## src/design/pimr_pkg.sv

```systemverilog
// Package for the posted-interrupt merge router: word types, codes and constants.
// Used by the top level, the posted/request word RAM and the port checker.
`default_nettype none

package pimr_pkg;

    localparam int WORD_BITS = 32;

    // Input word: one post or one notification.
    typedef struct packed {
        logic       command;
        logic [7:0] vector;
        logic [7:0] priority_level;
    } pimr_in_t;

    // Result word: one per input word.
    typedef struct packed {
        logic [1:0] route;
        logic [7:0] requested_vector_out;
        logic       eoi_sent;
    } pimr_out_t;

    localparam logic CMD_POST   = 1'b0;
    localparam logic CMD_NOTIFY = 1'b1;

    localparam logic [1:0] ROUTE_HOST_EXIT   = 2'd0;
    localparam logic [1:0] ROUTE_RESUME      = 2'd1;
    localparam logic [1:0] ROUTE_EXIT_L1     = 2'd2;
    localparam logic [1:0] ROUTE_POST_ACCEPT = 2'd3;

    localparam logic [7:0] CFG_POSTING_ENABLE = 8'd0;
    localparam logic [7:0] CFG_NOTIFY_VECTOR  = 8'd1;

    localparam logic [7:0] CLASS_MASK       = 8'hF0;
    localparam logic [7:0] LOW_VECTOR_LIMIT = 8'd31;

endpackage : pimr_pkg

`default_nettype wire

```

## src/design/posted_interrupt_merge_router.sv

```systemverilog
// Flow: a post passes through the write state before its result is emitted; a host
// exit goes straight to emit; a processed notification walks the posted words, then
// decides, skipping the walk when nothing is posted. Throughput: one word at a time;
// the walk reads one posted word per cycle from the posted RAM.
// Reset: synchronous active-low aresetn clears flags, config, requested vector and
// the RAM valid bits at once; there is no clearing pass.
`default_nettype none

module posted_interrupt_merge_router
    import pimr_pkg::*;
#(
    parameter int POSTED_WORDS = 8
) (
    input  wire logic      aclk,
    input  wire logic      aresetn,
    input  wire logic      s_valid,
    output logic           s_ready,
    input  wire pimr_in_t  s_data,
    output logic           m_valid,
    input  wire logic      m_ready,
    output pimr_out_t      m_data,
    input  wire logic      cfg_valid,
    output logic           cfg_ready,
    input  wire logic [7:0] cfg_index,
    input  wire logic [7:0] cfg_data
);

    localparam int AW = (POSTED_WORDS > 1) ? $clog2(POSTED_WORDS) : 1;
    localparam logic [AW-1:0] LAST_IDX = AW'(POSTED_WORDS - 1);
    localparam logic [3:0]    WORDS4   = 4'(POSTED_WORDS);

    typedef enum logic [2:0] {
        ST_IDLE,
        ST_POST_WR,
        ST_WALK,
        ST_DECIDE,
        ST_EMIT
    } state_t;

    state_t    state_reg;
    logic      m_valid_reg;
    pimr_out_t m_data_reg;
    pimr_out_t res_reg;
    logic      posting_enable_reg;
    logic [7:0] notify_vector_reg;
    logic      notify_pending_reg;
    logic [7:0] req_vec_reg;
    logic [7:0] vec_reg;
    logic [7:0] prio_reg;
    logic      post_hit_reg;
    logic [AW-1:0] idx_reg;
    logic [7:0] top_reg;

    logic s_acc;
    logic out_free;
    logic post_in_range;
    logic notify_hit;
    logic walk_more;

    logic                 post_wr_en;
    logic [AW-1:0]        post_wr_addr;
    logic [WORD_BITS-1:0] post_wr_data;
    logic                 post_rd_en;
    logic [AW-1:0]        post_rd_addr;
    logic [WORD_BITS-1:0] post_rd_data;
    logic                 req_wr_en;
    logic [WORD_BITS-1:0] req_wr_data;
    logic                 req_rd_en;
    logic [WORD_BITS-1:0] req_rd_data;

    logic [7:0] top_eff;
    logic [7:0] req_vec_next;
    logic [1:0] route_next;

    // Highest set bit position of a word; zero for an empty word.
    function automatic logic [4:0] top_bit(input logic [WORD_BITS-1:0] w);
        logic [4:0] pos;
        pos = '0;
        for (int b = 0; b < WORD_BITS; b++) begin
            if (w[b]) begin
                pos = 5'(b);
            end
        end
        return pos;
    endfunction

    assign s_ready   = (state_reg == ST_IDLE);
    assign s_acc     = s_valid && s_ready;
    assign out_free  = !m_valid_reg || m_ready;
    assign cfg_ready = 1'b1;
    assign m_valid   = m_valid_reg;
    assign m_data    = m_data_reg;

    assign post_in_range = ({1'b0, s_data.vector[7:5]} < WORDS4);
    assign notify_hit    = (s_data.command == CMD_NOTIFY) && posting_enable_reg
                           && (s_data.vector == notify_vector_reg);
    assign walk_more     = (state_reg == ST_WALK) && (idx_reg != LAST_IDX);

    // Memory port control: reads are issued in the cycle before the write-back.
    always_comb begin
        post_rd_en   = 1'b0;
        post_rd_addr = idx_reg + 1'b1;
        req_rd_en    = 1'b0;
        post_wr_en   = 1'b0;
        post_wr_addr = idx_reg;
        post_wr_data = '0;
        req_wr_en    = 1'b0;
        req_wr_data  = req_rd_data | post_rd_data;
        if (s_acc) begin
            if (s_data.command == CMD_POST) begin
                post_rd_en   = post_in_range;
                post_rd_addr = s_data.vector[5 +: AW];
            end else begin
                post_rd_en   = notify_hit && notify_pending_reg;
                req_rd_en    = notify_hit && notify_pending_reg;
                post_rd_addr = '0;
            end
        end else if (walk_more) begin
            post_rd_en = 1'b1;
            req_rd_en  = 1'b1;
        end
        if (state_reg == ST_POST_WR) begin
            post_wr_en   = post_hit_reg;
            post_wr_addr = vec_reg[5 +: AW];
            post_wr_data = post_rd_data | (WORD_BITS'(1) << vec_reg[4:0]);
        end else if (state_reg == ST_WALK) begin
            post_wr_en = 1'b1;
            req_wr_en  = 1'b1;
        end
    end

    always_comb begin
        top_eff      = (top_reg < LOW_VECTOR_LIMIT) ? 8'd0 : top_reg;
        req_vec_next = (top_eff > req_vec_reg) ? top_eff : req_vec_reg;
        route_next   = ((req_vec_next & CLASS_MASK) <= (prio_reg & CLASS_MASK))
                       ? ROUTE_RESUME : ROUTE_EXIT_L1;
    end

    always_ff @(posedge aclk) begin
        if (!aresetn) begin
            state_reg          <= ST_IDLE;
            m_valid_reg        <= 1'b0;
            posting_enable_reg <= 1'b0;
            notify_vector_reg  <= '0;
            notify_pending_reg <= 1'b0;
            req_vec_reg        <= '0;
        end else begin
            if (cfg_valid) begin
                case (cfg_index)
                    CFG_POSTING_ENABLE: posting_enable_reg <= cfg_data[0];
                    CFG_NOTIFY_VECTOR:  notify_vector_reg  <= cfg_data;
                    default: ;
                endcase
            end

            // drop the shown word once taken, unless a new one replaces it
            if (m_valid_reg && m_ready && (state_reg != ST_EMIT)) begin
                m_valid_reg <= 1'b0;
            end

            case (state_reg)
                ST_IDLE: begin
                    if (s_acc) begin
                        vec_reg      <= s_data.vector;
                        prio_reg     <= s_data.priority_level;
                        post_hit_reg <= post_in_range;
                        idx_reg      <= '0;
                        top_reg      <= '0;
                        if (s_data.command == CMD_POST) begin
                            state_reg <= ST_POST_WR;
                        end else if (!notify_hit) begin
                            res_reg   <= '{ROUTE_HOST_EXIT, req_vec_reg, 1'b0};
                            state_reg <= ST_EMIT;
                        end else if (notify_pending_reg) begin
                            state_reg <= ST_WALK;
                        end else begin
                            // nothing posted since the last merge: skip the walk
                            state_reg <= ST_DECIDE;
                        end
                    end
                end
                ST_POST_WR: begin
                    notify_pending_reg <= 1'b1;
                    res_reg   <= '{ROUTE_POST_ACCEPT, req_vec_reg, 1'b0};
                    state_reg <= ST_EMIT;
                end
                ST_WALK: begin
                    if (post_rd_data != '0) begin
                        top_reg <= (8'(idx_reg) << 5) | {3'b000, top_bit(post_rd_data)};
                    end
                    if (idx_reg == LAST_IDX) begin
                        state_reg <= ST_DECIDE;
                    end else begin
                        idx_reg <= idx_reg + 1'b1;
                    end
                end
                ST_DECIDE: begin
                    notify_pending_reg <= 1'b0;
                    req_vec_reg <= req_vec_next;
                    res_reg     <= '{route_next, req_vec_next, 1'b1};
                    state_reg   <= ST_EMIT;
                end
                ST_EMIT: begin
                    // hold the result until the output register is free
                    if (out_free) begin
                        m_data_reg  <= res_reg;
                        m_valid_reg <= 1'b1;
                        state_reg   <= ST_IDLE;
                    end
                end
                default: begin
                    state_reg <= ST_IDLE;
                end
            endcase
        end
    end

    pimr_word_ram #(
        .DEPTH (POSTED_WORDS),
        .AW    (AW)
    ) u_posted_ram (
        .aclk    (aclk),
        .aresetn (aresetn),
        .wr_en   (post_wr_en),
        .wr_addr (post_wr_addr),
        .wr_data (post_wr_data),
        .rd_en   (post_rd_en),
        .rd_addr (post_rd_addr),
        .rd_data (post_rd_data)
    );

    pimr_word_ram #(
        .DEPTH (POSTED_WORDS),
        .AW    (AW)
    ) u_request_ram (
        .aclk    (aclk),
        .aresetn (aresetn),
        .wr_en   (req_wr_en),
        .wr_addr (idx_reg),
        .wr_data (req_wr_data),
        .rd_en   (req_rd_en),
        .rd_addr (post_rd_addr),
        .rd_data (req_rd_data)
    );

endmodule

`default_nettype wire

```

## src/design/pimr_word_ram.sv

```systemverilog
// Word RAM of 32-bit entries with one write and one registered read port.
// Per-entry valid bits make unwritten entries read as zero after reset. Uses pimr_pkg.
`default_nettype none

module pimr_word_ram
    import pimr_pkg::*;
#(
    parameter int DEPTH = 8,
    parameter int AW    = (DEPTH > 1) ? $clog2(DEPTH) : 1
) (
    input  wire logic                 aclk,
    input  wire logic                 aresetn,
    input  wire logic                 wr_en,
    input  wire logic [AW-1:0]        wr_addr,
    input  wire logic [WORD_BITS-1:0] wr_data,
    input  wire logic                 rd_en,
    input  wire logic [AW-1:0]        rd_addr,
    output logic      [WORD_BITS-1:0] rd_data
);

    logic [WORD_BITS-1:0] mem [DEPTH];
    logic [DEPTH-1:0]     vld_reg;
    logic [WORD_BITS-1:0] rd_data_reg;

    always_ff @(posedge aclk) begin
        if (wr_en) begin
            mem[wr_addr] <= wr_data;
        end
    end

    always_ff @(posedge aclk) begin
        if (!aresetn) begin
            vld_reg <= '0;
        end else if (wr_en) begin
            vld_reg[wr_addr] <= 1'b1;
        end
    end

    always_ff @(posedge aclk) begin
        if (rd_en) begin
            rd_data_reg <= vld_reg[rd_addr] ? mem[rd_addr] : '0;
        end
    end

    assign rd_data = rd_data_reg;

endmodule

`default_nettype wire

```

## config.mk

```make
export PLATFORM = sky130hd
export DESIGN_NAME = posted_interrupt_merge_router
export DESIGN_NICKNAME = d
export VERILOG_FILES = /design/src/design/pimr_pkg.sv /design/src/design/posted_interrupt_merge_router.sv /design/src/design/pimr_word_ram.sv
export SDC_FILE = /design/constraint.sdc
export NUM_CORES = 1
export LEC_CHECK = 0
export ABC_AREA = 1
export ABC_CLOCK_PERIOD_IN_PS = 5340
export BUFFER_PORTS_ARGS = -buffer_cell sky130_fd_sc_hd__clkbuf_2
export CORE_UTILIZATION = 47
export DETAILED_ROUTE_END_ITERATION = 6
export SKIP_LAST_GASP = 1
export SLEW_MARGIN = 10
export SYNTH_ARGS = -nofsm -noshare
export SYNTH_HDL_FRONTEND = slang
export SYNTH_SLANG_ARGS = --single-unit
export TNS_END_PERCENT = 20
```

## constraint.sdc

```tcl
create_clock -name aclk -period 5.34 [get_ports aclk]
set_input_delay 0.267 -clock aclk [delete_from_list [all_inputs] [get_ports aclk]]
set_output_delay 0.267 -clock aclk [all_outputs]
set_load 0.03 [all_outputs]
```

After elaboration in Yosys (flattened, before gate mapping):

Memory sizes are Yosys's and may differ from the RTL's. A register that Yosys moved wholly into a read port is not among the register bits.
Cells that the tools add are included.
W data, S select, Z words.

* add/subtract/negate cells: 1
* bitwise logic cells: 3
* reductions and logical operators: 26
* divide/modulo/power cells: 0
* multipliers: 0
* multiplexer cells: 73
* order comparisons: 6
* shifts and indexed selects: 1
* equal/unequal tests: 16

Operator list (count)
* $mux W5: 33
* $mux W11: 3
* $pmux W11 S3: 1
* $mux W32: 1
* $mux W8: 4
* $or A32 B32 Y32: 1
* $reduce_bool A32 Y1: 1
* $shl A1 B5 Y32 const A: 1
* $mux W3: 10
* $pmux W8 S2: 1
* $mux W1: 14
* $pmux W3 S4: 1
* $reduce_and A3 Y1: 3
* $eq A8 B1 Y1 const B: 1
* $eq A8 B8 Y1: 1
* $gt A8 B8 Y1: 1
* $le A8 B8 Y1: 1
* $logic_and A1 B1 Y1: 8
* $logic_not A8 Y1: 1
* $lt A3 B4 Y1 const B: 2
* $lt A8 B5 Y1 const B: 1
* $ne A2 B1 Y1 const B: 4
* $or A8 B5 Y8: 1
* $or A8 B8 Y8: 1
* other kinds (21): 30

* output and inout port bits: 14
* memory bits (writable): 256
* latch bits: 0
* bits in read-only memories: 0
* input port bits: 38
* register bits: 79
* memories kept: 1
* word-level logic and storage cells: 144

Memories
* u_posted_ram.mem: depth 8, bits a word 32, rd ports 1, clocked after memory_dff 1, write ports 1, line pimr_word_ram.sv:21 `logic [WORD_BITS-1:0] mem [DEPTH];`

Depth between registers and ports, before layout:

Gate-level depths: netlist (run 1).

* depth in word-level cells: 37
* mapped depth: 31
* depth with buffers taken out: 31

By module:

A second synthesis (run 1) with hierarchy kept.

* cell total of the unflattened synthesis: 1772
* area, all modules: 16787.4 um^2

By module, submodules not included
* pimr_word_ram: cells an instance 1277, seq. area each 8808.4 um^2, area an instance 12842.3 um^2, times used 1
* posted_interrupt_merge_router: cells an instance 495, seq. area each 1791.7 um^2, area an instance 3945.0 um^2, times used 1

Worst setup path after synthesis (run 1):

Ideal clock, no wire load.

* path type: reg-to-reg
* from: reg state_reg[0]
* to: reg u_posted_ram.rd_data_reg[0] (netlist: u_posted_ram.rd_data[0]) (read register of u_posted_ram.mem) (enable)
* cell stages (with the launch flop): 8
* setup slack: 1.561 ns
* buffers on the path: 0
* setup time: 0.466 ns
* data required time: 4.874 ns
* arrival time: 3.313 ns
* period minus slack after synthesis: 3.779 ns
* cell sequence: dfxtp_1 > nor2_2 > inv_2 > nor2_4 > inv_2 > nor2_8 > o21ai_0 > o21ai_0

* elaborated cells on any way between the ends: 10
* those cells by class: 1 x eq/ne; 5 x mux; 4 x reduce/logical

RTL lines
* start: declaration: line posted_interrupt_merge_router.sv:40 `state_t state_reg;`
* start signal: assignment: line posted_interrupt_merge_router.sv:141 `state_reg <= ST_IDLE;`
* start signal: assignment: line posted_interrupt_merge_router.sv:170 `state_reg <= ST_POST_WR;`
* start signal: assignment: line posted_interrupt_merge_router.sv:173 `state_reg <= ST_EMIT;`
* $logic_not A3 Y1: line posted_interrupt_merge_router.sv:87 `assign s_ready = (state_reg == ST_IDLE);`
* net s_ready: line posted_interrupt_merge_router.sv:17 `output logic s_ready,`
* $logic_and A1 B1 Y1: line posted_interrupt_merge_router.sv:88 `assign s_acc = s_valid && s_ready;`
* $mux W1: line posted_interrupt_merge_router.sv:109 `if (s_acc) begin`
* net post_rd_en: line posted_interrupt_merge_router.sv:63 `logic post_rd_en;`
* end: declaration: line pimr_word_ram.sv:23 `logic [WORD_BITS-1:0] rd_data_reg;`

The timed path passes the listed nets, and every way through them passes these cells. The select of a mux whose other input is x is not followed.
A chain may end at the register's enable or synchronous reset.

Final worst setup path (run 1):

* from: reg top_reg[3]
* to: reg res_reg[10] in the netlist's numbering, data pin

* longest elaborated chain between the ends: 7

RTL lines
* start: declaration: line posted_interrupt_merge_router.sv:52 `logic [7:0] top_reg;`
* start signal: assignment: line posted_interrupt_merge_router.sv:189 `top_reg <= (8'(idx_reg) << 5) | {3'b000, top_bit(post_rd_data)};`
* $lt A8 B5 Y1: line posted_interrupt_merge_router.sv:133 `top_eff = (top_reg < LOW_VECTOR_LIMIT) ? 8'd0 : top_reg;`
* $mux W8 *: line posted_interrupt_merge_router.sv:133
* $gt A8 B8 Y1: line posted_interrupt_merge_router.sv:134 `req_vec_next = (top_eff > req_vec_reg) ? top_eff : req_vec_reg;`
* $mux W8 *: line posted_interrupt_merge_router.sv:134
* net req_vec_next[5]: line posted_interrupt_merge_router.sv:72 `logic [7:0] req_vec_next;`
* $le A8 B8 Y1 *: line posted_interrupt_merge_router.sv:135 `route_next = ((req_vec_next & CLASS_MASK) <= (prio_reg & CLASS_MASK))`
* $mux W2 *: line posted_interrupt_merge_router.sv:136 `? ROUTE_RESUME : ROUTE_EXIT_L1;`
* $pmux W11 S3 *: line posted_interrupt_merge_router.sv:161 `case (state_reg)`
* end signal: assignment: line posted_interrupt_merge_router.sv:172 `res_reg <= '{ROUTE_HOST_EXIT, req_vec_reg, 1'b0};`
* end signal: assignment: line posted_interrupt_merge_router.sv:184 `res_reg <= '{ROUTE_POST_ACCEPT, req_vec_reg, 1'b0};`
* end signal: assignment: line posted_interrupt_merge_router.sv:200 `res_reg <= '{route_next, req_vec_next, 1'b1};`
* end: declaration: line posted_interrupt_merge_router.sv:43 `pimr_out_t res_reg;`

The timed path passes the listed nets; every way through them passes the cells marked *.

==> flow_summary.toml, run 1 <==
[outcome]
outcome = "completed"

[floorplan]
top_level_ports = 52
die_h_um = 183
fp.coreArea_mm2 = 0.0319
start_util_pct = 48.1
die_area_mm2 = 0.0334
fp.dieW_um = 183
num_rows = 65

[placement]
place.gp.congestion = 0.820
placed_area_mm2 = 0.0160
portBuffers = 46
dpl.hpwl_um = 19400
place_inst = 1748

[pwr]
ir_worst_vdd_v = 0.000292
clockPowerShare_pct = 41.0
p_leak_nw = 6.50
p_int_mw = 5.01
power.total_mw = 6.56
switchingPower_mw = 1.55
swShare_pct = 23.6
power_density_mw_per_mm2 = 376
combPwrFrac_pct = 10.4
pwr-share-seq_pct = 48.6

[clock_network]
clock_sinks = 363
cts_made_buffers = 40
cts_buffer_depth = 3
cts_resized = 0
cts_setup_buffers = 0
cts-root-buf = "clkbuf_16"
clk_pin_slew_ns = 0.06
cts-hold-fix-buffers = 13
htreeDepth = 2
cts_tree = "built"
insertion_delay_ns = 0.52

[logic_synthesis]
synth_mux_area_share_pct = 2.35
netlist_area_mm2 = 0.0153
avgSynthCellArea_um2 = 11.7
synth_top_family_by_area = "simple AND/OR/NAND/NOR gates"
synth-compound-area-share_pct = 10.4
synth-xor-area-share_pct = 0.342
seq_area_frac_synth_pct = 69.1
synth_nets = 1368
yosys.area_share.simple_pct = 11.1
ys_ff_latch = 363
synth_area_leaders = "edfxtp_1 65%, nor2_1 5.5%, o21ai_0 4.9%, dfxtp_1 3.9%, inv_1 3.2%"
yosysTopAreaCell = "edfxtp_1"
yosysUniqueCellTypes = 42
synth_fa_ha_area_share_pct = 1.14
synth_top_area_share_pct = 65.2
synthCells = 1316
yosysWarnings = 0

[global_routing]
gr-total-overflow = 0
grt_pass1_vias = 9104
grt_pass1_wl_um = 51700
antenna_found_initial = 0
grt_max_degree = 101
grt_usage_pct = 20.2

[route]
firstDrtPassIters = 5
drtIter0Drc = 720
vias = 9743
ant_nets = 0
drcViolationCount = 0
viasPerCell = 5.32
wl_um = 33300
wl_per_cell_um = 18.2

[worst_setup_path]
cp_max_fo = 9
critPathKind = "register to register"
cp-start-kind = "register"
rr_worst_depth = 20
cp.required_ns = 5.58
worst_ep_arrival_time_ns = 3.65
end_kind = "register"

[final_layout]
largest_reg_flops = 256
drive_gt1_share_pct = 12.9
fin_cells = 1831
multi_input_area_mm2 = 0.00397
final_nets = 1420
seqCellArea_mm2 = 0.0106
stdcell_area_mm2 = 0.0174
n_fill_cell = 2758
area_growth_pct = 13.6
diodes = 0
post-route-util_pct = 54.7

[timing]
finClkSkew_ns = 0.0165
period_share_pct = 63.9
finalSetupViolCount = 0
min_period_ns = 3.41
hold_viol = 0
fmax_mhz = 293
rsz0062_at_grt = "false"
maxSlewViolCount = 0
worstMarginPinSlew_ns = 1.06
setup_tns_ns = 0
slew_headroom_pct = 29.3

[job]
maxCapViolations = 0

[worst_hold_path]
worstHoldPathType = "input port to register"
hold_path_depth = 3
-- power by group through the flow --
stage / sequential (mW) / clock [mW] / combinational (mW)
final: 3.19 / 2.69 / 0.681
after global routing: 3.19 / 2.86 / 0.759
after CTS: 3.19 / 2.75 / 0.686
after detailed placement: 3.25 / 0 / 0.675
after global placement: 3.25 / 0 / 0.666
after floorplan: 3.25 / 0 / 0.503
-- cell type report --
| type | count | share of cell area, % |
|---|---|---|
| Clock buffer | 50 | 6.38 |
| Clock inverter | 20 | 1.09 |
| Inverter | 136 | 2.94 |
| Multi-Input combinational cell | 750 | 22.8 |
| Sequential cell | 363 | 60.8 |
| Tap cell | 435 | 3.12 |
| Timing Repair Buffer | 77 | 2.91 |
-- routing by layer --
| layer | track usage [%] | vias to the layer above | share of wire [%] |
|---|---|---|---|
| met5 | 0 | - | 0 |
| met4 | 4.87 | 0 | 1.7 |
| met3 | 2.99 | 44 | 5.3 |
| met2 | 33.3 | 233 | 48 |
| met1 | 28.4 | 4727 | 45 |
| li1 | - | 4739 | - |
-- final timing paths --
path | from | to | slack (ns)
worst min-delay path | cfg_data[5] | notify_vector_reg[5]$_SDFFE_PN0P_ | 0.01
worst max-delay path | top_reg[3]$_SDFFCE_PP0P_ | res_reg[10]$_DFFE_PP_ | 1.93
worst max register to register | top_reg[3]$_SDFFCE_PP0P_ | res_reg[10]$_DFFE_PP_ | 1.93
worst min register to register | res_reg[4]$_DFFE_PP_ | m_data[4]$_DFFE_PP_ | 0.42
-- synth_stat cells, drive strengths merged --
cell type / number
and2: 1
a211oi: 6
clkbuf: 30
inv: 136
conb: 1
edfxtp: 333
ha: 14
o22ai: 67
mux2: 32
a32oi: 1
nand3: 17
nand4: 26
a21oi: 54
o211ai: 2
buf: 37
dfxtp: 30
or2: 2
or4: 1
o21ai: 156
xor2: 5
xnor2: 1
nor4b: 1
nor4: 4
nor2: 227
nand3b: 2
a2111oi: 1
nand2: 122
nor3: 4
a31oi: 3
-- per-stage QoR --
| stage | hold slack (ns) | worst slack (ns) |
|---|---|---|
| 2_1_floorplan | 0.366 | 1.56 |
| 3_3_place_gp | 0.401 | 1.89 |
| 3_5_place_dp | 0.406 | 1.93 |
| 4_1_cts | 0.000738 | 1.91 |
| 5_1_grt | 0.0369 | 1.37 |
| 6_report | 0.0147 | 1.93 |
-- placed cells by master, fill, tap and decap left out, types with 2 or more instances in the layout --
cell type	Yosys	routed
a211oi_1	6	6
a21oi_1	54	54
a31oi_1	3	3
buf_4	2	17
bufinv_16	0	3
clkbuf_1	30	6
clkbuf_16	0	43
clkbuf_2	0	46
clkinv_1	0	8
clkinv_2	0	4
dfxtp_1	30	30
dlygate4sd3_1	0	13
edfxtp_1	333	333
ha_1	14	14
inv_1	131	131
inv_2	4	4
inv_6	0	2
mux2_2	32	32
nand2_1	120	120
nand3_1	16	16
nand3b_1	2	2
nand4_1	26	26
nor2_1	223	215
nor2_4	2	10
nor3_1	4	4
nor4_1	4	3
o211ai_1	2	2
o21ai_0	151	150
o21ai_1	3	3
o21ai_4	0	2
o22ai_1	67	67
or2_2	2	2
xor2_1	5	5
-- critical path: stages (launching register included) --
cell	delay, ns
edfxtp_1	0.40
nand2_1	0.08
nor2_1	0.04
a2111oi_0	0.34
inv_1	0.15
nand2_1	0.11
inv_1	0.05
ha_1	0.27
nand2_1	0.05
nor2_1	0.12
nand3_1	0.09
o21ai_1	0.44
nor2_1	0.13
a21oi_1	0.16
ha_1	0.26
inv_1	0.06
nor2_1	0.03
nor2_1	0.07
o21ai_0	0.07
o21ai_0	0.10
o21ai_0	0.11
-- cell families (layout without fill, tap and decap cells) --
group / count (synthesis) / in the layout
compound gates: 290 / 290
flops: 363 / 363
mux: 32 / 32
simple gates: 407 / 407
fa+ha+maj: 14 / 14
xor+xnor: 6 / 6
other cells: 1 / 1
buf+inv: 203 / 283
(Power assumes the default switching activity.)
==> run 2: changes to the inputs <==
--- a/config.mk
+++ b/config.mk
@@ -6,10 +6,11 @@
 export NUM_CORES = 1
 export LEC_CHECK = 0
 export ABC_AREA = 1
-export ABC_CLOCK_PERIOD_IN_PS = 5340
+export ABC_CLOCK_PERIOD_IN_PS = 2750
 export BUFFER_PORTS_ARGS = -buffer_cell sky130_fd_sc_hd__clkbuf_2
 export CORE_UTILIZATION = 47
 export DETAILED_ROUTE_END_ITERATION = 6
+export PLACE_DENSITY = 0.66
 export SKIP_LAST_GASP = 1
 export SLEW_MARGIN = 10
 export SYNTH_ARGS = -nofsm -noshare
==> constraint.sdc (replaced) <==
create_clock -name aclk -period 2.75 [get_ports aclk]
set_input_delay 0.1375 -clock aclk [delete_from_list [all_inputs] [get_ports aclk]]
set_output_delay 0.1375 -clock aclk [all_outputs]
set_load 0.03 [all_outputs]
==> flow_summary.toml, run 2 (synthesis gave the netlist of run 1 again) <==
[worst_setup_path]
end_kind = "register"
cp_max_fo = 5
cp.depth = 23
crit_end = "req_vec_reg[3]$_SDFFE_PN0P_"
startpoint = "top_reg[2]$_SDFFCE_PP0P_"
rr_endpoint = "req_vec_reg[3]$_SDFFE_PN0P_"
crit_family = "buffers and inverters"
worst_ep_arrival_time_ns = 3.71
r2r_setup_slack_ns = -0.53
rr_worst_depth = 23
worstReg2RegStart = "top_reg[2]$_SDFFCE_PP0P_"
cp-start-kind = "register"
max_stage_delay_ns = 0.36
critPathKind = "register to register"
cp.required_ns = 3.18
critPathSlowestCell = "edfxtp_1"
path_buf_inv = 18
crit_top_cell = "buf_4"
path_cells = "nand2_1, nor2_2, a2111oi_4, inv_2, nand2_2, buf_4, buf_4, buf_4, buf_4, buf_4, buf_4, buf_4, buf_4, buf_4, buf_4, buf_4, buf_4, buf_4, buf_4, buf_4, buf_4, buf_4, a211oi_1"

[final_layout]
n_fill_cell = 2540
stdcell_area_mm2 = 0.0185
final_common_cell = "edfxtp_1"
final_nets = 1517
largest_reg_flops = 256
drive_gt1_share_pct = 19.5
area_growth_pct = 20.6
diodes = 0
seqCellArea_mm2 = 0.0106
layout_common_cells = "333 x edfxtp_1, 209 x nor2_1, 146 x o21ai_0"
multi_input_area_mm2 = 0.00415

[placement]
portBuffers = 46
place.gp.congestion = 0.919
placed_area_mm2 = 0.0166
dpl.hpwl_um = 20400

[outcome]
violations = "setup timing"
outcome = "complete, but fails checks"

[timing]
worst_slack_ns = -0.533
rsz0062_at_grt = "true"
maxSlewViolCount = 0
fin_hold_ws_ns = 0.0202
slew_headroom_pct = 40.2
period_share_pct = 119
finClkSkew_ns = 0.0150
hold_viol = 0
setup_tns_ns = -6.37
min_period_ns = 3.28
finalSetupViolCount = 18
fmax_mhz = 305
worstMarginPinSlew_ns = 0.896

[floorplan]
fp.dieW_um = 183
die_area_mm2 = 0.0334
top_level_ports = 52
die_h_um = 183
num_rows = 65
fp.coreArea_mm2 = 0.0319
start_util_pct = 48.1

[route]
wl_um = 35300
firstDrtPassIters = 5
wl_per_cell_um = 18.4
ant_nets = 0
vias = 10394
drcViolationCount = 0
drtIter0Drc = 929
viasPerCell = 5.40

[clock_network]
cts_made_buffers = 38
cts_buffer_depth = 3
clock_sinks = 363
insertion_delay_ns = 0.52
cts_tree = "built"
htreeDepth = 2
clk_pin_slew_ns = 0.06
cts-root-buf = "clkbuf_16"

[pwr]
p_leak_nw = 7.00
ir_worst_vdd_v = 0.000546
pwr-share-seq_pct = 48.4
power.total_mw = 12.8
clockPowerShare_pct = 39.3
combPwrFrac_pct = 12.3
switchingPower_mw = 3.01
swShare_pct = 23.5
p_int_mw = 9.78
power_density_mw_per_mm2 = 691

[global_routing]
grt_usage_pct = 21.2
grt_pass1_wl_um = 54200
gr-total-overflow = 0
antenna_found_initial = 0
grt_pass1_vias = 9890
grt_max_degree = 72

[job]
maxCapViolations = 0

[worst_hold_path]
worstHoldPathType = "input port to register"
-- run 2: cell count changes in the layout (fill, tap and decap cells not counted), sizes merged --
cell,delta
inv,-2
clkbuf,+2
clkinv,-6
buf,+79
dlygate4sd3,+20
-- run 2: stage by stage --
stage	setup slack [ns]	cells	utilization, %
after floorplan	-0.281	1316	-
after global placement	-0.445	1801	51.9
after detailed placement	-0.513	1801	51.9
after CTS	-0.420	1920	57.6
after global routing	-0.706	1924	58.0
final	-0.533	1924	58.0
-- run 2: layout make-up --
class | count | area share [%]
well taps | 435 | 2.94
clock inverters | 12 | 0.717
flip-flops and latches | 363 | 57.3
clock buffers | 52 | 5.88
inverters | 136 | 2.79
repair buffers | 176 | 7.97
multi-input cells | 750 | 22.4
-- run 2: worst min-delay path: cells and delay by family --
kind	cells	cell delay (ns)
compound gates	1	0.12
buf+inv	1	0.18
simple gates	1	0.05
-- run 2: metal layers --
metal	share of wire [%]	GRT usage [%]
met1	44	29.3
met2	46	33.6
met3	7.1	3.33
met4	3.3	8.30
met5	0	0
-- run 2: how the worst min path moves through the flow --
stage | from | end | slack, ns | cells past startpoint
floorplan | s_data[4] | prio_reg[4]$_DFFE_PP_ | 0.24 | 0
global placement | s_data[7] | prio_reg[7]$_DFFE_PP_ | 0.32 | 1
detailed placement | s_data[6] | prio_reg[6]$_DFFE_PP_ | 0.32 | 1
CTS | aresetn | notify_vector_reg[5]$_SDFFE_PN0P_ | 0.0007 | 3
global route | aresetn | notify_vector_reg[5]$_SDFFE_PN0P_ | 0.04 | 3
finish | aresetn | notify_vector_reg[5]$_SDFFE_PN0P_ | 0.02 | 3
-- run 2: what timing repair did --
| item | 4_1_cts | 5_1_grt |
|---|---|---|
| resized for setup | 20 | 30 |
| hold buffers | 33 | 0 |
| setup endpoints to repair | 17 | 18 |
| endpoints found under the hold margin | 24 | 0 |
| pin swaps | 12 | 11 |
| setup buffers | 22 | 5 |
-- run 2: power by group through the flow --
stage | combinational [mW] | sequential, mW | clock [mW]
final | 1.57 | 6.19 | 5.02
after floorplan | 0.981 | 6.30 | 0
after global routing | 1.72 | 6.20 | 5.32
after detailed placement | 1.43 | 6.30 | 0
after global placement | 1.40 | 6.30 | 0
after CTS | 1.52 | 6.19 | 5.09
